<file path="config.mk">
export PLATFORM = sky130hd
export DESIGN_NAME = skt_cell
export DESIGN_NICKNAME = d
export VERILOG_FILES = /design/src/rtl/skt_pkg.sv /design/src/rtl/skt_cell.sv
export SDC_FILE = /design/constraint.sdc
export NUM_CORES = 1
export LEC_CHECK = 0
export BUFFER_PORTS_ARGS = -buffer_cell sky130_fd_sc_hd__buf_2
export CORE_MARGIN = 1.5
export CORE_UTILIZATION = 47
export DETAILED_ROUTE_END_ITERATION = 8
export PLACE_DENSITY = 0.92
export SLEW_MARGIN = 20
export SYNTH_ARGS = -nofsm -noshare
export SYNTH_HDL_FRONTEND = slang
export SYNTH_SLANG_ARGS = --single-unit
</file>
<file path="constraint.sdc">
create_clock -name clk -period 10.3 [get_ports clk]
set_input_delay 0.515 -clock clk [delete_from_list [all_inputs] [get_ports clk]]
set_output_delay 0.515 -clock clk [all_outputs]
set_load 0.02 [all_outputs]
</file>
<file path="src/rtl/skt_pkg.sv">
// Shared types and constants for the sorted key table.
`timescale 1ns / 1ps
package skt_pkg;

  // Table geometry
  localparam int CAPACITY = 64;
  localparam int IDX_W    = (CAPACITY > 1) ? $clog2(CAPACITY) : 1;
  localparam int CNT_W    = $clog2(CAPACITY + 1);

  // Fixed field widths
  localparam int MODE_W = 2;
  localparam int KEY_W  = 32;
  localparam int PAY_W  = 16;
  localparam int POS_W  = 6;
  localparam int ECNT_W = 7;

  // Request operation codes
  typedef enum logic [MODE_W-1:0] {
    MODE_INSERT = 2'd0,
    MODE_DELETE = 2'd1,
    MODE_LOOKUP = 2'd2,
    MODE_CLEAR  = 2'd3
  } mode_t;

  // What the cell row does at the next edge
  typedef enum logic [1:0] {
    SH_HOLD,
    SH_INSERT,
    SH_DELETE
  } shift_op_t;

  // Controller sequence
  typedef enum logic [1:0] {
    ST_IDLE,
    ST_WORK,
    ST_FINISH
  } ctrl_state_t;

  // Command broadcast to every cell
  typedef struct packed {
    shift_op_t        op;
    logic [IDX_W-1:0] sel;
    logic [CNT_W-1:0] count;
  } cell_cmd_t;

  // Status gathered from the cell row
  typedef struct packed {
    logic             lt_sel;
    logic             eq_sel;
    logic [PAY_W-1:0] pay_sel;
    logic [IDX_W-1:0] ins_pos;
  } row_stat_t;

endpackage

</file>
<file path="src/rtl/skt_cell.sv">
// One table slot: holds a record, compares it with the request key, shifts with neighbors.
`timescale 1ns / 1ps
module skt_cell
  import skt_pkg::*;
(
  input  logic                    clk,
  input  logic [IDX_W-1:0]        idx,
  input  cell_cmd_t               cmd,
  input  logic signed [KEY_W-1:0] req_key,
  input  logic [PAY_W-1:0]        req_pay,
  input  logic signed [KEY_W-1:0] left_key,
  input  logic [PAY_W-1:0]        left_pay,
  input  logic                    left_gt,
  input  logic                    left_ok,
  input  logic signed [KEY_W-1:0] right_key,
  input  logic [PAY_W-1:0]        right_pay,
  output logic signed [KEY_W-1:0] cell_key,
  output logic [PAY_W-1:0]        cell_pay,
  output logic                    cell_gt,
  output logic                    cell_ok,
  output logic                    lt_sel,
  output logic                    eq_sel,
  output logic [PAY_W-1:0]        pay_sel,
  output logic                    take_new
);

  logic signed [KEY_W-1:0] key_r, key_nxt;
  logic [PAY_W-1:0]        pay_r, pay_nxt;
  logic                    occupied;
  logic                    picked;

  // Slot is live when its index is below the count
  assign occupied = (CNT_W'(idx) < cmd.count);
  assign picked   = (idx == cmd.sel);

  assign cell_gt  = occupied && (key_r > req_key);
  assign cell_ok  = occupied && !(key_r > req_key);
  assign take_new = left_ok && !cell_gt ? !occupied : left_ok && cell_gt;

  // Flags and payload of the slot the controller points at
  assign lt_sel  = picked && (key_r < req_key);
  assign eq_sel  = picked && (key_r == req_key);
  assign pay_sel = picked ? pay_r : '0;

  assign cell_key = key_r;
  assign cell_pay = pay_r;

  // Next contents: keep the record, or take the new record, the left neighbor, or the right neighbor
  always_comb begin
    key_nxt = key_r;
    pay_nxt = pay_r;
    case (cmd.op)
      SH_INSERT: begin
        if (left_gt) begin
          key_nxt = left_key;
          pay_nxt = left_pay;
        end else if (take_new) begin
          key_nxt = req_key;
          pay_nxt = req_pay;
        end
      end
      SH_DELETE: begin
        if (idx >= cmd.sel) begin
          key_nxt = right_key;
          pay_nxt = right_pay;
        end
      end
      default: begin
        key_nxt = key_r;
        pay_nxt = pay_r;
      end
    endcase
  end

  always_ff @(posedge clk) begin
    key_r <= key_nxt;
    pay_r <= pay_nxt;
  end

endmodule

</file>
Word-level counts from Yosys, hierarchy flattened
Cells that the tools add are included.
{"block": "word_totals", "reg_bits": 48, "out_inout_bits": 69, "word_cells": 33}
{"block": "op_classes", "n_lt_le_gt_ge": 4, "n_eq_ne": 6, "muxes": 10, "n_reduce_logical": 11}
{"op": "$mux W32", "n": 3}
{"op": "$mux W16", "n": 4}
{"op": "$pmux W32 S2", "n": 1}
{"op": "$eq A32 B32 Y1", "n": 1}
{"op": "$gt A32 B32 Y1", "n": 1}
{"op": "$lt A32 B32 Y1", "n": 1}
{"op": "$pmux W16 S2", "n": 1}
{"op": "$lt A6 B7 Y1", "n": 1}
{"op": "$eq A6 B6 Y1", "n": 1}
{"op": "$ge A6 B6 Y1", "n": 1}
{"op": "$logic_and A1 B1 Y1", "n": 6}
{"op": "$logic_not A1 Y1", "n": 3}
{"op": "$ne A3 B3 Y1 const B", "n": 1}
{"op": "$reduce_and A3 Y1", "n": 1}
{"op": "$eq A2 B1 Y1 const B", "n": 1}
{"op": "$eq A2 B2 Y1 const B", "n": 1}
{"op": "$ne A2 B2 Y1 const B", "n": 1}
{"op": "$reduce_bool A2 Y1", "n": 1}
{"op": "$mux W1", "n": 1}

Logic depth before layout (Yosys ltp)
Gate-level depths: netlist of the first run.
{"block": "depth", "ltp_word": 8, "ltp_mapped": 9}

Worst setup path after synthesis of the first run
Ideal clock, no wire load.
{"block": "synth_path", "path_type": "in2reg", "start": "input req_key[25]", "end": "register key_r[0] (netlist: cell_key[0]), enable pin", "arrival_time_ns": 3.310, "required_ns": 9.886, "setup_slack_ns": 6.575, "stages": 8, "path_cell_list": "inv_1 -> ha_1 -> a21o_1 -> a221o_1 -> a221oi_2 -> o211a_1 -> mux2i_1 -> o41a_1"}
{"block": "synth_via", "elab_chain_cells": 7}
{"element": "start: declaration", "line_no": "skt_cell.sv:9", "text": "input logic signed [KEY_W-1:0] req_key,"}
{"element": "$gt A32 B32 Y1 *", "line_no": "skt_cell.sv:36", "text": "assign cell_gt = occupied && (key_r > req_key);"}
{"element": "$logic_and A1 B1 Y1 *", "line_no": "skt_cell.sv:36"}
{"element": "$logic_not A1 Y1", "line_no": "skt_cell.sv:38", "text": "assign take_new = left_ok && !cell_gt ? !occupied : left_ok && cell_gt;"}
{"element": "$logic_and A1 B1 Y1", "line_no": "skt_cell.sv:38"}
{"element": "$mux W1 *", "line_no": "skt_cell.sv:38"}
{"element": "$ne A3 B3 Y1 (no line) *"}
{"element": "$reduce_and A3 Y1 (no line) *"}
{"element": "end signal: assignment", "line_no": "skt_cell.sv:76", "text": "key_r <= key_nxt;"}
{"element": "end: declaration", "line_no": "skt_cell.sv:27", "text": "logic signed [KEY_W-1:0] key_r, key_nxt;"}
Mark *: on every way between the ends. The rest lies on a longest branch, timed or not.
A chain may end at the register's enable or synchronous reset.

Worst setup path after layout of the first run
{"block": "layout_path", "start": "register key_r[9] (netlist: cell_key[9])", "end": "output cell_gt"}
{"block": "layout_via", "elab_chain_cells": 2}
{"element": "$gt A32 B32 Y1", "line_no": "skt_cell.sv:36"}
{"element": "$logic_and A1 B1 Y1", "line_no": "skt_cell.sv:36"}
{"element": "end: declaration", "line_no": "skt_cell.sv:19", "text": "output logic cell_gt,"}
Every way passes these cells.

==> results of run 1 <==
per-layer routing:
metal | up-vias | track usage
met4 | 0 | 0.0820
met1 | 1652 | 0.284
li1 | 1828 | -
met2 | 177 | 0.480
met3 | 22 | 0.0394
met5 | - | 0
Yosys cell counts (all sizes together), types with 2 or more instances:
| master | count |
|---|---|
| and4 | 4 |
| nor2 | 6 |
| a21oi | 11 |
| edfxtp | 48 |
| nand2b | 3 |
| nand4 | 5 |
| nor2b | 3 |
| clkbuf | 15 |
| o21ai | 53 |
| o21bai | 2 |
| buf | 3 |
| nand3 | 5 |
| a21boi | 2 |
| and2 | 19 |
| a21o | 7 |
| mux2i | 49 |
| a221oi | 2 |
| inv | 44 |
| ha | 43 |
| nand2 | 55 |
metrics by stage:
stage	worst slack, ns	area (sq um)	total power [W]	std cells
after floorplan	6.58	3690	0.000349	389
after global placement	6.48	4950	0.000416	711
after detailed placement	6.40	4950	0.000423	711
after CTS	6.67	5040	0.000533	719
after global routing	6.63	5050	0.000557	719
final	6.89	5050	0.000530	719
flip-flops by register name (all words and copies together) (netlist names):
name	count
cell_pay	16
cell_key	32
layout make-up:
class                   count  area [sq um]
repair buffers            238          1200
well taps                 102           128
multi-input cells         279          2030
clock buffers               5          68.8
inverters                  44           165
fillers                   617          2600
flip-flops and latches     48          1440
clock inverters             3          13.8
logic make-up after synthesis:
family / after synthesis / share of synthesized area
AOI/OAI and AO/OA: 85 / 0.135
xor gates and xnor gates: 1 / 0.00237
adders and majority gates: 43 / 0.146
buffers and inverters: 62 / 0.0631
DFF: 48 / 0.391
muxes: 49 / 0.133
and+or+nand+nor: 101 / 0.131
tightest hold or removal path, cell delays in order:
cell and delay, ns:
buf_2 0.07, nand2_1 0.03, o21ai_0 0.05
path summary, 6_finish.rpt:
| kind | depth (start not counted) | startpoint | slack [ns] | to |
|---|---|---|---|---|
| worst max register to register | 8 | cell_key[9]$_DFFE_PP_ | 7.05 | cell_pay[4]$_DFFE_PP_ |
| worst min-delay path | 3 | right_key[24] | 0.49 | cell_key[24]$_DFFE_PP_ |
| worst min register to register | 3 | cell_key[31]$_DFFE_PP_ | 1.78 | cell_key[23]$_DFFE_PP_ |
| worst max-delay path | 9 | cell_key[9]$_DFFE_PP_ | 6.89 | cell_gt |
power groups by stage:
stage | combinational (W) | sequential (W) | clock [W]
2_1_floorplan | 0.0000775 | 0.000271 | 0
3_3_place_gp | 0.000164 | 0.000252 | 0
3_5_place_dp | 0.000171 | 0.000252 | 0
4_1_cts | 0.000171 | 0.000248 | 0.000113
5_1_grt | 0.000189 | 0.000250 | 0.000118
6_report | 0.000171 | 0.000248 | 0.000111
==> results.yml, run 1 <==
power_and_ir_drop:
  leakage_nw: 2.68
  comb_power_share: 0.323
  ir_drop_v: 0.0000482
  p_int_w: 0.000358
  clockPowerShare: 0.209
  power_density_mw_per_mm2: 105
  power_switching_w: 0.000171
  seq_power_share: 0.468
  swShare: 0.323
drt:
  drc_errors: 0
  drtIter0Drc: 150
  wl_met1_mm: 4.19
  vias_per_cell: 5.12
  wire_per_inst_microns: 15.1
  dr.pass1.iters: 5
  vias: 3679
  postRouteAntennaNets: 0
  routed-wl-met3_microns: 747
  dr_wl_met2_mm: 5.66
  routed_wl_mm: 10.9
  top_layer: "met4"
clock_tree:
  cts_root_buffer: "clkbuf_8"
  numCtsBuffers: 5
  cts_tree: "built"
  htreeDepth: 2
  path_clk_slew_ns: 0.09
  clkSinkCount: 48
  cts_buffer_depth: 2
  hold_buffers: 0
  cts.repair.resized: 0
  post-cts-setup-buffers: 0
  clk_latency_ns: 0.30
synthesis:
  synth_ff_type: "edfxtp_1"
  ys_async_sr_fraction: 0
  syn_nets: 600
  synth-edff-count: 48
  yosysWarningCount: 0
  synth_area_sq_mm: 0.00369
  syn_inst: 389
  syn_avg_cell_area_sq_um: 9.49
  synth.area.top_cells: "edfxtp_1, ha_1, mux2i_1"
  synth_seq_area_share: 0.391
  netlist.area_leader.share: 0.391
  yosysUniqueCellTypes: 32
  synth_top_area_cell: "edfxtp_1"
  ys_ff_latch: 48
worst_setup_path:
  cp-start-kind: "flip-flop"
  crit_path_cell_trace: "ha_1 -> a21o_1 -> nand3_1 -> a21oi_1 -> o41ai_1 -> o211a_1 -> mux2i_1 -> nor2b_1 -> buf_2"
  arrival_ns: 2.89
  slowest_delay_ns: 0.46
  cpMaxStageDelayCell: "o41ai_1"
  critPathBufInv: 1
  worstPathMaxFanout: 4
  cp-end-kind: "output port"
  crit_required_ns: 9.79
  cp_top_family: "compound AO/OA/AOI/OAI gates"
  path_class: "reg -> out"
grt:
  grt_first_pass_wirelength_mm: 16.7
  antenna_found_initial: 0
  overflow: 0
  first_global_vias: 3648
  track_usage: 0.252
  grt_max_degree: 99
job:
  maxCapViolations: 0
timing:
  maxSlewHeadroom: 0.328
  fmax_mhz: 293
  hold_slack_ns: 0.485
  fin_skew_ns: 0.0137
  layout_worst_path_cycle_share: 0.331
  finalSetupViolCount: 0
  worst_pin_slew_ns: 1.00
  setup_tns_ns: 0
  slew_violations: 0
  rsz0062_at_grt: "no"
  post-route-min-period_ns: 3.41
  finalHoldViolCount: 0
hold_path:
  min_path_type: "in -> reg"
layout:
  final_cell_mix: "buf_2, nand2_1, o21ai_0"
  nets: 827
  layout-drive-gt1-share: 0.402
  syn2layout_area_growth_pct: 36.8
  final_common_cell: "buf_2"
  fin_util: 0.660
  antenna_cells: 0
die:
  io_pins: 237
  die-area_sq_mm: 0.00839
  die_x_microns: 91.6
  rows: 32
  die_h_microns: 91.6
  fp.coreArea_sq_mm: 0.00765
  start_util: 0.482
placement:
  gp_congestion: 0.861
  numPortBuffers: 236
  hpwl_mm: 8.66
outcome:
  status: "completed"
(Power assumes the default switching activity.)
==> run 2: changes to the inputs <==
--- a/config.mk
+++ b/config.mk
@@ -7,9 +7,9 @@
 export LEC_CHECK = 0
 export BUFFER_PORTS_ARGS = -buffer_cell sky130_fd_sc_hd__buf_2
 export CORE_MARGIN = 1.5
-export CORE_UTILIZATION = 47
+export CORE_UTILIZATION = 43
 export DETAILED_ROUTE_END_ITERATION = 8
-export PLACE_DENSITY = 0.92
+export PLACE_DENSITY = 0.85
 export SLEW_MARGIN = 20
 export SYNTH_ARGS = -nofsm -noshare
 export SYNTH_HDL_FRONTEND = slang
==> constraint.sdc (replaced) <==
create_clock -name clk -period 3.4 [get_ports clk]
set_input_delay 0.17 -clock clk [delete_from_list [all_inputs] [get_ports clk]]
set_output_delay 0.17 -clock clk [all_outputs]
set_load 0.02 [all_outputs]
==> results.yml, run 2 (synthesis gave the netlist of run 1 again) <==
timing:
  post-route-min-period_ns: 3.19
  fmax_mhz: 313
  finalSetupViolCount: 0
  finalHoldViolCount: 0
  layout_worst_path_cycle_share: 0.938
  maxSlewHeadroom: 0.289
  fin_ws_ns: 0.210
  slew_violations: 0
  rsz0062_at_grt: "no"
  worst_pin_slew_ns: 1.06
  hold_slack_ns: 0.145
  setup_tns_ns: 0
  fin_skew_ns: 0.0104
grt:
  track_usage: 0.223
  grt_first_pass_wirelength_mm: 15.6
  grt_max_degree: 56
  antenna_found_initial: 0
  overflow: 0
  first_global_vias: 3507
layout:
  syn2layout_area_growth_pct: 38.1
  nets: 831
  largest_reg_flops: 32
  ff_latch_area_sq_mm: 0.00144
  layout-drive-gt1-share: 0.406
  multi_input_area_sq_mm: 0.00202
  final_area_sq_mm: 0.00510
  final_cell_mix: "buf_2, nand2_1, o21ai_0"
  fillCellCount: 725
  antenna_cells: 0
  final_common_cell: "buf_2"
drt:
  postRouteAntennaNets: 0
  vias: 3674
  top_layer: "met4"
  drtIter0Drc: 72
  drc_errors: 0
  routed-wl-met3_microns: 682
  routed_wl_mm: 10.7
  dr.pass1.iters: 4
  wire_per_inst_microns: 14.7
  dr_wl_met2_mm: 5.63
  wl_met1_mm: 4.16
  vias_per_cell: 5.06
job:
  maxCapViolations: 0
placement:
  hpwl_mm: 8.92
  pre_cts_ws_ns: 0.265
  numPortBuffers: 236
  postPlaceCellArea_sq_mm: 0.00499
  gp_congestion: 0.818
die:
  die_x_microns: 95.6
  die-area_sq_mm: 0.00915
  start_util: 0.447
  fp.coreArea_sq_mm: 0.00826
  die_h_microns: 95.6
  rows: 33
  io_pins: 237
clock_tree:
  hold_buffers: 0
  clkSinkCount: 48
  htreeDepth: 2
  cts_root_buffer: "clkbuf_8"
  cts_buffer_depth: 2
  cts.repair.resized: 0
  numCtsBuffers: 5
  post-cts-setup-buffers: 0
  cts_tree: "built"
  path_clk_slew_ns: 0.09
  clk_latency_ns: 0.29
power_and_ir_drop:
  leakage_nw: 2.71
  clockPowerShare: 0.242
  swShare: 0.305
  power_switching_w: 0.000511
  ir_drop_v: 0.000168
  power_density_mw_per_mm2: 329
  seq_power_share: 0.447
  p_int_w: 0.00117
  comb_power_share: 0.311
worst_setup_path:
  cp.depth: 9
  slowest_delay_ns: 0.42
  crit_required_ns: 3.35
  worstPathMaxFanout: 32
  cp-end-kind: "flip-flop"
  cp_top_family: "compound AO/OA/AOI/OAI gates"
  path_class: "reg -> reg"
  cp-start-kind: "flip-flop"
  crit_path_cell_trace: "ha_1 -> nand4_1 -> nor3_1 -> a21boi_0 -> o41ai_1 -> o211a_1 -> mux2i_1 -> o41a_2 -> buf_4"
  critPathBufInv: 1
  arrival_ns: 3.14
  r2r_cells: 9
  cpMaxStageDelayCell: "mux2i_1"
  ff2ff_setup_slack_ns: 0.21
outcome:
  status: "completed"
hold_path:
  hold_depth: 3
  min_path_type: "in -> reg"
[run 2: changes by cell type in the layout (fill, tap and decap cells not counted), sizes merged]
cell | before | now
buf | 238 | 242
bufinv | 0 | 1
clkbuf | 5 | 6
clkinv | 3 | 1
[run 2: final timing paths]
| kind | start | end |
|---|---|---|
| worst max-delay path | cell_key[15]$_DFFE_PP_ | cell_key[31]$_DFFE_PP_ |
| worst min-delay path | right_pay[8] | cell_pay[8]$_DFFE_PP_ |
| worst max register to register | cell_key[15]$_DFFE_PP_ | cell_key[31]$_DFFE_PP_ |
| worst min register to register | cell_key[31]$_DFFE_PP_ | cell_pay[0]$_DFFE_PP_ |
[run 2: worst register-to-register path: stages (launching register included)]
cell,delay (ns)
edfxtp_1,0.41
ha_1,0.34
nand4_1,0.18
nor3_1,0.10
a21boi_0,0.13
o41ai_1,0.39
o211a_1,0.26
mux2i_1,0.42
o41a_2,0.22
buf_4,0.37
[run 2: layer usage]
metal,vias to the layer above,GRT usage
met5,-,0
met4,0,0.0686
met3,19,0.0327
met2,162,0.438
met1,1655,0.241
li1,1838,-
[run 2: cell type report]
cell class | count | share of cell area
clock buffers | 6 | 0.0142
clock inverters | 2 | 0.00687
inverters | 44 | 0.0324
multi-input cells | 279 | 0.397
flip-flops and latches | 48 | 0.283
well taps | 105 | 0.0258
repair buffers | 242 | 0.241
[run 2: stage by stage]
| stage | std cells | util | total power (W) |
|---|---|---|---|
| 5_1_grt | 726 | 0.617 | 0.00177 |
| 3_3_place_gp | 718 | 0.604 | 0.00126 |
| 6_report | 726 | 0.617 | 0.00168 |
| 2_1_floorplan | 389 | - | 0.00105 |
| 4_1_cts | 726 | 0.617 | 0.00170 |
| 3_5_place_dp | 718 | 0.604 | 0.00129 |
[run 2: power by group through the flow]
| stage | sequential (W) | clock (W) | combinational (W) |
|---|---|---|---|
| floorplan | 0.000820 | 0 | 0.000235 |
| global placement | 0.000759 | 0 | 0.000504 |
| detailed placement | 0.000762 | 0 | 0.000525 |
| CTS | 0.000749 | 0.000422 | 0.000527 |
| global route | 0.000755 | 0.000442 | 0.000578 |
| finish | 0.000749 | 0.000405 | 0.000522 |
