==> config.mk <==
export PLATFORM = sky130hd
export DESIGN_NAME = skt_ctrl_flat
export DESIGN_NICKNAME = d
export VERILOG_FILES = /design/src/rtl/skt_pkg.sv /design/src/rtl/skt_req_if.sv /design/src/rtl/skt_ctrl.sv /design/src/flat_wrapper.sv
export SDC_FILE = /design/constraint.sdc
export NUM_CORES = 1
export LEC_CHECK = 0
export ABC_AREA = 1
export BUFFER_PORTS_ARGS = -buffer_cell sky130_fd_sc_hd__buf_4
export CAP_MARGIN = 0
export CORE_UTILIZATION = 29
export DETAILED_ROUTE_END_ITERATION = 10
export PLACE_DENSITY = 0.56
export RECOVER_POWER = 50
export SLEW_MARGIN = 20
export SYNTH_ARGS = -nofsm -noshare
export SYNTH_HDL_FRONTEND = slang
export SYNTH_SLANG_ARGS = --single-unit
==> constraint.sdc <==
create_clock -name clk -period 4 [get_ports clk]
set_input_delay 0.4 -clock clk [delete_from_list [all_inputs] [get_ports clk]]
set_output_delay 0.4 -clock clk [all_outputs]
set_load 0.02 [all_outputs]
==> src/rtl/skt_pkg.sv <==
// Shared types and constants for the sorted key table.
`timescale 1ns / 1ps
package skt_pkg;

  // Table geometry
  localparam int CAPACITY = 64;
  localparam int IDX_W    = (CAPACITY > 1) ? $clog2(CAPACITY) : 1;
  localparam int CNT_W    = $clog2(CAPACITY + 1);

  // Fixed field widths
  localparam int MODE_W = 2;
  localparam int KEY_W  = 32;
  localparam int PAY_W  = 16;
  localparam int POS_W  = 6;
  localparam int ECNT_W = 7;

  // Request operation codes
  typedef enum logic [MODE_W-1:0] {
    MODE_INSERT = 2'd0,
    MODE_DELETE = 2'd1,
    MODE_LOOKUP = 2'd2,
    MODE_CLEAR  = 2'd3
  } mode_t;

  // What the cell row does at the next edge
  typedef enum logic [1:0] {
    SH_HOLD,
    SH_INSERT,
    SH_DELETE
  } shift_op_t;

  // Controller sequence
  typedef enum logic [1:0] {
    ST_IDLE,
    ST_WORK,
    ST_FINISH
  } ctrl_state_t;

  // Command broadcast to every cell
  typedef struct packed {
    shift_op_t        op;
    logic [IDX_W-1:0] sel;
    logic [CNT_W-1:0] count;
  } cell_cmd_t;

  // Status gathered from the cell row
  typedef struct packed {
    logic             lt_sel;
    logic             eq_sel;
    logic [PAY_W-1:0] pay_sel;
    logic [IDX_W-1:0] ins_pos;
  } row_stat_t;

endpackage

==> src/rtl/skt_req_if.sv <==
// Request and response channel interfaces.
`timescale 1ns / 1ps
interface skt_req_if
  import skt_pkg::*;
  ();
  logic                    valid;
  logic                    ready;
  logic [MODE_W-1:0]       mode;
  logic signed [KEY_W-1:0] key;
  logic [PAY_W-1:0]        payload;

  modport source (output valid, output mode, output key, output payload, input ready);
  modport sink   (input valid, input mode, input key, input payload, output ready);
endinterface

interface skt_rsp_if
  import skt_pkg::*;
  ();
  logic              valid;
  logic              ready;
  logic              success;
  logic [POS_W-1:0]  position;
  logic [PAY_W-1:0]  found_payload;
  logic [ECNT_W-1:0] entry_count;

  modport source (output valid, output success, output position, output found_payload,
                  output entry_count, input ready);
  modport sink   (input valid, input success, input position, input found_payload,
                  input entry_count, output ready);
endinterface

==> src/rtl/skt_ctrl.sv <==
// Sequencer: takes requests, runs the binary search, keeps the count, holds the result.
`timescale 1ns / 1ps
module skt_ctrl
  import skt_pkg::*;
(
  input  logic                    clk,
  input  logic                    rst_n,
  skt_req_if.sink                 in_ch,
  skt_rsp_if.source               out_ch,
  input  row_stat_t               stat,
  output cell_cmd_t               cmd,
  output logic signed [KEY_W-1:0] req_key,
  output logic [PAY_W-1:0]        req_pay
);

  ctrl_state_t             state_r, state_nxt;
  mode_t                   mode_r, mode_nxt;
  logic signed [KEY_W-1:0] key_r, key_nxt;
  logic [PAY_W-1:0]        pay_r, pay_nxt;
  logic [CNT_W-1:0]        lo_r, lo_nxt;
  logic [CNT_W-1:0]        hiex_r, hiex_nxt;   // one past the upper search bound
  logic [IDX_W-1:0]        hit_r, hit_nxt;
  logic                    found_r, found_nxt;
  logic [CNT_W-1:0]        count_r, count_nxt;

  logic                    out_valid_r, out_valid_nxt;
  logic                    success_r, success_nxt;
  logic [POS_W-1:0]        position_r, position_nxt;
  logic [PAY_W-1:0]        fpay_r, fpay_nxt;
  logic [ECNT_W-1:0]       ecount_r, ecount_nxt;

  logic                    in_ready;
  logic                    out_free;
  logic                    load;
  logic [CNT_W:0]          mid_sum;
  logic [IDX_W-1:0]        mid;

  // Floor midpoint of lo and hi, with hi = hiex - 1
  assign mid_sum  = {1'b0, lo_r} + {1'b0, hiex_r} - (CNT_W + 1)'(1);
  assign mid      = IDX_W'(mid_sum >> 1);
  assign out_free = !out_valid_r || out_ch.ready;

  assign in_ch.ready = in_ready;
  assign req_key     = key_r;
  assign req_pay     = pay_r;

  always_ff @(posedge clk) begin
    if (!rst_n) begin
      state_r     <= ST_IDLE;
      count_r     <= '0;
      out_valid_r <= 1'b0;
    end else begin
      state_r     <= state_nxt;
      count_r     <= count_nxt;
      out_valid_r <= out_valid_nxt;
    end
  end

  always_ff @(posedge clk) begin
    mode_r     <= mode_nxt;
    key_r      <= key_nxt;
    pay_r      <= pay_nxt;
    lo_r       <= lo_nxt;
    hiex_r     <= hiex_nxt;
    hit_r      <= hit_nxt;
    found_r    <= found_nxt;
    success_r  <= success_nxt;
    position_r <= position_nxt;
    fpay_r     <= fpay_nxt;
    ecount_r   <= ecount_nxt;
  end

  // Next state, row command and result
  always_comb begin
    state_nxt    = state_r;
    mode_nxt     = mode_r;
    key_nxt      = key_r;
    pay_nxt      = pay_r;
    lo_nxt       = lo_r;
    hiex_nxt     = hiex_r;
    hit_nxt      = hit_r;
    found_nxt    = found_r;
    count_nxt    = count_r;
    success_nxt  = success_r;
    position_nxt = position_r;
    fpay_nxt     = fpay_r;
    ecount_nxt   = ecount_r;
    in_ready     = 1'b0;
    load         = 1'b0;
    cmd.op       = SH_HOLD;
    cmd.sel      = mid;
    cmd.count    = count_r;

    case (state_r)
      ST_IDLE: begin
        in_ready = 1'b1;
        if (in_ch.valid) begin
          mode_nxt  = mode_t'(in_ch.mode);
          key_nxt   = in_ch.key;
          pay_nxt   = in_ch.payload;
          lo_nxt    = '0;
          hiex_nxt  = count_r;
          found_nxt = 1'b0;
          state_nxt = ST_WORK;
        end
      end

      ST_WORK: begin
        case (mode_r)
          MODE_INSERT: begin
            if (out_free) begin
              load         = 1'b1;
              fpay_nxt     = '0;
              if (count_r != CNT_W'(CAPACITY)) begin
                cmd.op       = SH_INSERT;
                count_nxt    = count_r + CNT_W'(1);
                success_nxt  = 1'b1;
                position_nxt = POS_W'(stat.ins_pos);
              end else begin
                success_nxt  = 1'b0;
                position_nxt = '0;
              end
              ecount_nxt = ECNT_W'(count_nxt);
              state_nxt  = ST_IDLE;
            end
          end
          MODE_CLEAR: begin
            if (out_free) begin
              load         = 1'b1;
              count_nxt    = '0;
              success_nxt  = 1'b1;
              position_nxt = '0;
              fpay_nxt     = '0;
              ecount_nxt   = '0;
              state_nxt    = ST_IDLE;
            end
          end
          MODE_DELETE, MODE_LOOKUP: begin
            // One probe per cycle at the midpoint
            if (lo_r < hiex_r) begin
              if (stat.eq_sel) begin
                hit_nxt   = mid;
                found_nxt = 1'b1;
                state_nxt = ST_FINISH;
              end else if (stat.lt_sel) begin
                lo_nxt = CNT_W'(mid) + CNT_W'(1);
              end else begin
                hiex_nxt = CNT_W'(mid);
              end
            end else begin
              state_nxt = ST_FINISH;
            end
          end
          default: state_nxt = ST_IDLE;
        endcase
      end

      ST_FINISH: begin
        cmd.sel = hit_r;
        if (out_free) begin
          load         = 1'b1;
          success_nxt  = found_r;
          position_nxt = found_r ? POS_W'(hit_r) : '0;
          fpay_nxt     = (found_r && mode_r == MODE_LOOKUP) ? stat.pay_sel : '0;
          if (found_r && mode_r == MODE_DELETE) begin
            cmd.op    = SH_DELETE;
            count_nxt = count_r - CNT_W'(1);
          end
          ecount_nxt = ECNT_W'(count_nxt);
          state_nxt  = ST_IDLE;
        end
      end

      default: state_nxt = ST_IDLE;
    endcase

    // Output register: filled on load, emptied when taken
    if (load) begin
      out_valid_nxt = 1'b1;
    end else if (out_ch.ready) begin
      out_valid_nxt = 1'b0;
    end else begin
      out_valid_nxt = out_valid_r;
    end
  end

  assign out_ch.valid         = out_valid_r;
  assign out_ch.success       = success_r;
  assign out_ch.position      = position_r;
  assign out_ch.found_payload = fpay_r;
  assign out_ch.entry_count   = ecount_r;

endmodule

==> src/flat_wrapper.sv <==
// flat-port wrapper written by rule: the top's interface ports become plain ports
module skt_ctrl_flat import skt_pkg::*;
  (clk, rst_n, stat, cmd, req_key, req_pay, in_ch_valid, in_ch_mode, in_ch_key, in_ch_payload, in_ch_ready, out_ch_valid, out_ch_success, out_ch_position, out_ch_found_payload, out_ch_entry_count, out_ch_ready);
  skt_req_if in_ch_i ();
  skt_rsp_if out_ch_i ();
  input  logic clk;
  input  logic rst_n;
  input  row_stat_t stat;
  output cell_cmd_t cmd;
  output logic signed [KEY_W-1:0] req_key;
  output logic [PAY_W-1:0] req_pay;
  input wire logic [$bits(in_ch_i.valid)-1:0] in_ch_valid;
  input wire logic [$bits(in_ch_i.mode)-1:0] in_ch_mode;
  input wire logic [$bits(in_ch_i.key)-1:0] in_ch_key;
  input wire logic [$bits(in_ch_i.payload)-1:0] in_ch_payload;
  output wire logic [$bits(in_ch_i.ready)-1:0] in_ch_ready;
  output wire logic [$bits(out_ch_i.valid)-1:0] out_ch_valid;
  output wire logic [$bits(out_ch_i.success)-1:0] out_ch_success;
  output wire logic [$bits(out_ch_i.position)-1:0] out_ch_position;
  output wire logic [$bits(out_ch_i.found_payload)-1:0] out_ch_found_payload;
  output wire logic [$bits(out_ch_i.entry_count)-1:0] out_ch_entry_count;
  input wire logic [$bits(out_ch_i.ready)-1:0] out_ch_ready;
  assign in_ch_i.valid = in_ch_valid;
  assign in_ch_i.mode = in_ch_mode;
  assign in_ch_i.key = in_ch_key;
  assign in_ch_i.payload = in_ch_payload;
  assign in_ch_ready = in_ch_i.ready;
  assign out_ch_valid = out_ch_i.valid;
  assign out_ch_success = out_ch_i.success;
  assign out_ch_position = out_ch_i.position;
  assign out_ch_found_payload = out_ch_i.found_payload;
  assign out_ch_entry_count = out_ch_i.entry_count;
  assign out_ch_i.ready = out_ch_ready;
  skt_ctrl u_core (.clk(clk), .rst_n(rst_n), .in_ch(in_ch_i), .out_ch(out_ch_i), .stat(stat), .cmd(cmd), .req_key(req_key), .req_pay(req_pay));
endmodule
=== Word level (Yosys, flattened, before mapping) ===
Index checks and enable logic that the tools add are counted.

* $add $sub $neg: 5
* Multipliers: 0
* Div/mod/pow operators: 0
* Order comparisons: 1
* Eq/ne operators: 20
* Shifts and indexed selects: 0
* Muxes and demuxes: 61
* Bitwise logic cells: 0
* Reduce and logical (&&, ||, !) cells: 19

{| class="wikitable"
|+ Operators by type and width
! kind !! number
|-
| 7-bit two-way mux || 15
|-
| 16-bit two-way mux || 4
|-
| 7-bit one-hot mux with 2 select lines || 4
|-
| 6-bit two-way mux || 6
|-
| 16-bit one-hot mux with 2 select lines || 1
|-
| 6-bit one-hot mux with 2 select lines || 2
|-
| 2-bit two-way mux || 8
|-
| 1-bit two-way mux || 14
|-
| 2-bit != test, second input constant || 7
|-
| 7-bit by 1-bit subtractor with 7-bit output, second input constant || 2
|-
| 6-bit AND reduction || 2
|-
| 5-bit AND reduction || 2
|-
| 1-bit one-hot mux with 2 select lines || 4
|-
| 2-bit one-hot mux with 2 select lines || 2
|-
| 4-bit AND reduction || 2
|-
| 6-bit by 1-bit adder with 7-bit output, second input constant || 1
|-
| 7-bit by 1-bit adder with 7-bit output, second input constant || 1
|-
| 7-bit adder || 1
|-
| 7-bit < comparator || 1
|-
| 7-bit != test, second input constant || 1
|-
| 2-bit == test, second input constant || 3
|-
| 2-bit by 1-bit != test with 1-bit output, second input constant || 3
|-
| 3-bit by 2-bit != test with 1-bit output, second input constant || 2
|-
| 2-bit one-hot mux with 3 select lines || 1
|-
| other kinds (10) || 17
|}

* Flip-flop bits (word level): 111
* Bits in latches: 0
* RAM bits: 0
* Bits in read-only memories: 0
* Input port bits: 78
* Memories: 0

=== Logic depth before layout (Yosys ltp) ===
Gate-level depths: netlist of the first run.

* Depth after elaboration: 8
* Gate-level depth with buffers: 15
* Depth with buffers taken out: 15

=== Worst setup path before layout of the first run ===
No wires, ideal clock.

* Kind: reg2out
* Start point: reg u_core.lo_r[1]
* End point: out cmd[11] (netlist bit)
* Data arrival time: 2086 ps
* Slack: 1514 ps
* Stages on the path, launching flop included: 12
* Path through: edfxtp_1 inv_1 ha_1 inv_1 ha_1 inv_1 fa_1 inv_1 nand3_1 nand3b_1 nand2_1 o21ai_0

{| class="wikitable"
|+ RTL lines
! item !! line !! RTL
|-
| from (decl) || skt_ctrl.sv:20 || <nowiki>logic [CNT_W-1:0] lo_r, lo_nxt;</nowiki>
|-
| from (signal assigned) || skt_ctrl.sv:63 || <nowiki>lo_r <= lo_nxt;</nowiki>
|-
| to (decl) || flat_wrapper.sv:9 || <nowiki>output cell_cmd_t cmd;</nowiki>
|}

==> metrics.csv, run 1 <==
stage,metric,value,unit
status,status,finished clean,
global_route,gr-total-overflow,0,
floorplan,start_util,30.06,%
worst_setup_path,critical_path_class,reg -> out,
timing,min_period,3.001,ns
power,power.internal,3.203,mW
global_route,grt_usage,14.49,%
timing,rsz0062_at_grt,no,
worst_setup_path,cp_max_fo,5,
floorplan,die_y,134.0,um
global_route,grt_pass1_wl,19550,um
worst_setup_path,regToRegStartpoint,u_core.state_r[1],
timing,timing.setup.tns,0,ns
clock_tree,insertion_delay,0.36,ns
timing,hold_viol_final,0,
clock_tree,cts-buffers-inserted,9,
timing,clock.fmax,333.2,MHz
clock_tree,cts_setup_buffers,0,
layout,fin_util,38.96,%
worst_setup_path,worstPathRequired,3.60,ns
layout,layout-drive-gt1-share,17.38,%
worst_setup_path,reg2reg_depth,11,
min_path,hp-start,in_ch_key[17],
clock_tree,cts.sinks,111,
placement,port_buffers,172,
worst_setup_path,start_kind,flop,
worst_setup_path,arrival,2.60,ns
placement,dp_cells,854,
drt,drtPass1Iterations,5,
clock_tree,path_clk_slew,0.08,ns
power,p_leak,2.839,nW
drt,vias,3841,
layout,diodes,0,
min_path,worstHoldPathCells,1,
run,cap_violations,0,
power,p_seq_share,33.6,%
synth,synth.avg_cell_area,10.71,sq um
timing,drv_slew,0,
timing,setup_viol,0,
drt,wire_per_inst,14.57,um
synth,syn-num-nets,578,
synth,yosys-top-cells-area,"edfxtp_1 (60%), ha_1 (6.7%), inv_1 (6.2%)",
drt,ant_nets,0,
drt,viasPerCell,4.415,
global_route,antenna_found_initial,0,
power,power_frac_comb,50.0,%
layout,final_cells,870,
synth,synth_area,0.005056,sq mm
clock_tree,cts_max_path_buffers,2,
synth,synthCells,472,
clock_tree,cts_htree_levels,3,
placement,dp.final_hpwl,9859,um
drt,drt_iter0_drc,192,
placement,placedInstanceArea,0.006563,sq mm
synth,yosysUniqueCellTypes,32,
synth,synth-seq-cells,111,
power,switching_power,2.652,mW
power,power_frac_clock,16.4,%
placement,routabilityCongestion,0.8424,
min_path,hold_path_class,in -> reg,
layout,final_area,0.006553,sq mm
timing,whs,0.2290,ns
drt,routed_wirelength,12670,um
clock_tree,cts_resized,0,
timing,slew_headroom,30.56,%
min_path,hold_end,u_core.req_key[17],
worst_setup_path,reg2reg_slack,1.13,ns
timing,period_share,75.03,%
power,irDropWorstVdd,684.7,uV
floorplan,core,0.01682,sq mm
synth,ys_seq_area_share,63.94,%
global_route,grt_pass1_vias,3824,
clock_tree,cts-hold-fix-buffers,0,
timing,worst_slack,0.9988,ns
clock_tree,root_buffer,clkbuf_16,
timing,tightest_slew,1.042,ns
timing,fin_skew,0.01336,ns
power,p_per_area,893.5,mW/mm^2
worst_setup_path,critPathCaptureType,output pin,
global_route,grt_max_degree,51,
floorplan,rows,47,
layout,fin_nets,751,
power,p_sw_share,45.30,%
floorplan,die_area,0.01797,sq mm
synth,yosys_warnings,0,
power,fin_total_pwr,5.855,mW
clock_tree,cts_tree,yes,
worst_setup_path,r2r_end,u_core.count_r[6],
synth,synth_top_cell_area_share,59.99,%
floorplan,io_pins,173,
synth,yosysTopAreaCell,edfxtp_1,
layout,fill_cells,1760,
layout,syn2layout_area_growth,29.60,%
floorplan,die-width,134.0,um
placement,post-place-ws,1.191,ns
drt,drc,0,
[final cells by class]
class	count	area, sq um	area share [%]
Timing Repair Buffer	172	964.7	14.72
Inverter	89	334.1	5.098
Sequential cell	111	3233	49.34
Clock buffer	9	225.2	3.437
Clock inverter	7	98.84	1.508
Multi-Input combinational cell	262	1421	21.69
Tap cell	220	275.3	4.201
[worst max path at each step]
| stage | slack, ns | cells after the start | startpoint | to |
|---|---|---|---|---|
| after floorplan | 1.51 | 11 | u_core.lo_r[1] | cmd[11] |
| after global placement | 1.37 | 11 | u_core.state_r[0] | u_core.count_r[6] |
| after detailed placement | 1.19 | 11 | u_core.state_r[0] | u_core.count_r[6] |
| after CTS | 0.97 | 12 | u_core.hiex_r[1] | cmd[11] |
| after global routing | 0.74 | 12 | u_core.hiex_r[1] | cmd[11] |
| final | 1.0 | 12 | u_core.hiex_r[1] | cmd[11] |
[logic make-up (layout without fill, tap and decap cells)]
group                      Yosys count  count (layout)  synth area share, %
AOI/OAI and AO/OA                   56              56                5.791
xor gates and xnor gates             4               4               0.6930
adders and majority gates           28              28                7.077
buffers and inverters               99             277                7.795
DFF                                111             111                63.94
and+or+nand+nor                    174             174                14.70
[placed cells by master, fill, tap and decap left out, types with 2 or more instances in the layout]
cell	count
clkbuf_16	9
nor2_2	2
a21oi_1	16
clkbuf_1	87
nand3b_1	2
o21ai_0	31
or2_2	3
nand3_1	25
edfxtp_1	101
xor2_1	2
xnor2_1	2
o21a_1	2
nor3_1	3
inv_2	4
nand4_1	2
buf_4	35
o21ai_1	4
clkbuf_4	50
dfxtp_1	10
clkinv_8	2
nand2_1	80
nor2_1	52
inv_1	85
o21bai_1	3
ha_1	27
[routing by layer]
layer / vias to the layer above / wire (um) / global-route usage (%)
met2: 142 / 6811 / 26.54
met5: - / 0 / 0
met4: 0 / 260 / 6.367
met1: 1785 / 4803 / 15.43
met3: 20 / 797 / 4.082
li1: 1894 / - / -
[critical path, cell delays in order, from the launching register on]
cell and delay [ns]:
edfxtp_1 0.38, inv_1 0.10, ha_1 0.25, inv_1 0.07, ha_1 0.16, inv_1 0.06, fa_1 0.39, inv_1 0.08
nand3_1 0.08, nand3b_1 0.10, nand2_1 0.14, o21ai_0 0.25, buf_4 0.19
[power groups by stage]
stage,Combinational [mW],Clock (mW),Sequential [mW]
after floorplan,1.75,0,2.25
after global placement,3.08,0,1.99
after detailed placement,3.13,0,2.00
after CTS,3.14,0.997,1.98
after global routing,3.28,1.04,2.01
final,2.93,0.962,1.97
[synthesized netlist by cell type, drive strengths merged]
| cell type | n |
|---|---|
| a21oi | 16 |
| and2 | 1 |
| buf | 5 |
| clkbuf | 5 |
| dfxtp | 10 |
| edfxtp | 101 |
| fa | 1 |
| ha | 27 |
| inv | 89 |
| nand2 | 81 |
| nand3 | 26 |
| nand3b | 2 |
| nand4 | 3 |
| nor2 | 54 |
| nor3 | 3 |
| nor4 | 1 |
| o21a | 2 |
| o21ai | 35 |
| o21bai | 3 |
| or2 | 3 |
| xnor2 | 2 |
| xor2 | 2 |
[flip-flops by register name, summed over array words and instances (netlist names)]
signal	count
u_core.req_pay	16
u_core.count_r	7
u_core.out_ch.position	6
u_core.hit_r	6
u_core.mode_r	2
u_core.hiex_r	7
u_core.out_ch.valid	1
u_core.state_r	2
u_core.out_ch.entry_count	7
u_core.out_ch.found_payload	16
u_core.lo_r	7
u_core.req_key	32
u_core.out_ch.success	1
u_core.found_r	1
No activity file was read; power rests on OpenSTA's default activity.
==> inputs of run 2 (changes only) <==
ABC_AREA = 0   (was 1)
PLACE_DENSITY = 0.58   (was 0.56)
clock period = 2.5 ns   (was 4 ns; I/O delays follow)
==> run 2 against run 1 <==
Compared with the run above: the run now ends with setup timing left; register-to-register slack lost 1.1 ns; final area grew 5.6%; clock power grew 49%; via count shrank 5.0%; clock-buffer cell count is the same; total power grew 65%; core utilization grew 2.3 points; final cell count shrank 6.8%; critical endpoint is now cmd[10]; largest cell class unchanged.
==> metrics.csv, run 2 <==
stage,metric,value,unit
worst_setup_path,reg2reg_slack,0,ns
status,violations,setup timing,
floorplan,io_pins,173,
worst_setup_path,arrival,2.48,ns
layout,regArea,0.003233,sq mm
timing,slew_headroom,66.35,%
timing,period_share,109.4,%
min_path,hold_path_class,in -> reg,
min_path,worstHoldPathCells,1,
power,p_per_area,1397,mW/mm^2
power,p_leak,2.701,nW
worst_setup_path,critPathCaptureType,output pin,
timing,fin_skew,0.008861,ns
clock_tree,path_clk_slew,0.08,ns
timing,timing.setup.tns,-0.6289,ns
synth,synthCells,382,
synth,synth_edf_count,101,
placement,post-place-ws,-0.04367,ns
timing,hold_viol_final,0,
timing,whs,0.08118,ns
clock_tree,cts.sinks,111,
timing,min_period,2.734,ns
power,power.internal,5.829,mW
synth,synth_area,0.005019,sq mm
floorplan,rows,47,
drt,drtPass1Iterations,4,
power,power_frac_clock,14.8,%
layout,multi_input_area,0.001693,sq mm
status,status,finished with violations,
placement,port_buffers,172,
worst_setup_path,cp_max_fo,2,
synth,muxShareOfSynthArea,1.920,%
layout,final_common_cell,edfxtp_1,
drt,wire_per_inst,15.79,um
worst_setup_path,reg2reg_depth,14,
synth,netlist_top_cells_count,"edfxtp_1 (101), inv_1 (33), nand2_1 (29)",
layout,fill_cells,1633,
synth,syn-num-nets,488,
layout,diodes,0,
synth,synthXorXnorAreaFrac,1.920,%
synth,yosys.area_share.simple,12.14,%
floorplan,core,0.01676,sq mm
global_route,antenna_found_initial,0,
timing,drv_slew,0,
worst_setup_path,regToRegStartpoint,u_core.lo_r[1],
placement,routabilityCongestion,0.8113,
drt,drc,0,
drt,ant_nets,0,
synth,yosysMostFrequentCell,edfxtp_1,
clock_tree,cts_htree_levels,3,
min_path,hp-start,in_ch_key[20],
synth,yosysUniqueCellTypes,56,
synth,synth.avg_cell_area,13.14,sq um
min_path,hold_end,u_core.req_key[20],
timing,rsz0062_at_grt,yes,
synth,synth_top_cell_area_share,60.43,%
clock_tree,cts-buffers-inserted,9,
layout,layout-drive-gt1-share,30.29,%
drt,viasPerCell,4.499,
global_route,gr-total-overflow,0,
floorplan,start_util,29.94,%
clock_tree,root_buffer,clkbuf_16,
layout,layout_common_cells,"edfxtp_1 (101), clkbuf_1 (80), buf_4 (71)",
power,p_sw_share,39.68,%
timing,worst_slack,-0.2344,ns
synth,synthArstFlopShare,0,%
layout,largest_reg_flops,32,
timing,clock.fmax,365.7,MHz
global_route,grt_usage,14.39,%
drt,vias,3649,
power,irDropWorstVdd,798.2,uV
drt,routed_wirelength,12810,um
power,p_seq_share,28.3,%
power,power_frac_comb,56.9,%
synth,yosys_warnings,0,
clock_tree,cts_max_path_buffers,2,
global_route,grt_pass1_wl,19490,um
placement,dp.final_hpwl,9669,um
synth,yosysTopAreaCell,edfxtp_1,
synth,yosys-top-cells-area,"edfxtp_1 (60%), ha_1 (6.7%), dfxtp_1 (4.0%)",
worst_setup_path,worstPathRequired,2.25,ns
clock_tree,cts_tree,yes,
timing,setup_viol,6,
worst_setup_path,start_kind,flop,
floorplan,die_area,0.01784,sq mm
synth,ys_seq_area_share,64.42,%
layout,syn2layout_area_growth,37.85,%
drt,drt_iter0_drc,137,
run,cap_violations,0,
global_route,grt_pass1_vias,3742,
synth,synth_compound_area_share,8.452,%
floorplan,die_y,133.6,um
power,switching_power,3.835,mW
synth,synth-adder-area-share,7.130,%
layout,fin_nets,692,
synth,synth_top_family_by_area,simple AND/OR/NAND/NOR gates,
synth,synth_top_flop_cell,edfxtp_1,
worst_setup_path,critical_path_class,reg -> out,
floorplan,die-width,133.6,um
worst_setup_path,r2r_end,u_core.lo_r[4],
timing,tightest_slew,0.5040,ns
synth,synth-seq-cells,111,
layout,fin_util,41.28,%
global_route,grt_max_degree,51,
clock_tree,insertion_delay,0.36,ns
-- run 2: cell types whose count changed after synthesis, sizes merged, moves of 4 or more --
cell   change
xnor2      +6
o21ai     -22
nand3     -19
a31oi      +5
mux2       +5
and3       +5
inv       -55
nand2     -52
and2      +21
nor2b      +5
mux2i      +4
nor2      -28
a22o       +6
-- run 2: kinds of logic (layout without fill, tap and decap cells) --
logic type	after synthesis	in the layout
AOI/OAI and AO/OA	61	61
xor gates and xnor gates	11	11
adders and majority gates	28	28
buffers and inverters	48	257
DFF	111	111
muxes	9	9
and+or+nand+nor	114	114
-- run 2: worst max-delay path by stage --
stage,startpoint,endpoint,cells after the start
after floorplan,u_core.lo_r[1],u_core.lo_r[5],12
after global placement,u_core.lo_r[1],u_core.lo_r[5],13
after detailed placement,u_core.lo_r[1],u_core.lo_r[5],13
after CTS,u_core.lo_r[1],cmd[11],13
after global routing,u_core.lo_r[1],cmd[10],12
final,u_core.lo_r[1],cmd[10],12
-- run 2: power groups by stage --
stage,Clock (mW),Combinational (mW),Sequential (mW)
floorplan,0,2.44,3.01
global placement,0,4.42,2.77
detailed placement,0,4.49,2.78
CTS,1.49,5.50,2.75
global route,1.54,5.94,2.78
finish,1.43,5.50,2.74
-- run 2: final cells by class --
| type | instances | share of cell area, % |
|---|---|---|
| Tap cell | 220 | 3.979 |
| Clock buffer | 9 | 3.256 |
| Multi-Input combinational cell | 223 | 24.47 |
| Clock inverter | 7 | 1.194 |
| Sequential cell | 111 | 46.74 |
| Inverter | 36 | 2.062 |
| Timing Repair Buffer | 205 | 18.30 |
-- run 2: stage by stage --
step | cells | total power, mW | area (sq um)
floorplan | 382 | 5.452 | 5019
global placement | 786 | 7.195 | 6718
detailed placement | 786 | 7.277 | 6718
CTS | 810 | 9.736 | 7188
global route | 811 | 10.25 | 6918
finish | 811 | 9.663 | 6918
-- run 2: what timing repair did --
action,4_1_cts,5_1_grt
buffers inserted,8,1
resized for setup,27,5
setup endpoints to repair,6,11
pin swaps,16,8
cloned,0,0
hold buffers,0,0
-- run 2: worst max-delay path, stage by stage (launching register included) --
cell and delay, ns:
edfxtp_1 0.38, inv_2 0.05, ha_4 0.27, inv_4 0.04, ha_4 0.16, buf_4 0.13, buf_4 0.12, a21o_1 0.15
a21oi_2 0.20, buf_4 0.16, xnor2_2 0.07, mux2_4 0.27, buf_6 0.13
-- run 2: metal layers --
| metal | up-vias | wire, um | global-route usage (%) |
|---|---|---|---|
| met5 | - | 0 | 0 |
| met3 | 17 | 856 | 3.957 |
| met2 | 119 | 6240 | 24.65 |
| met4 | 0 | 289 | 6.313 |
| met1 | 1727 | 5422 | 16.80 |
| li1 | 1786 | - | - |
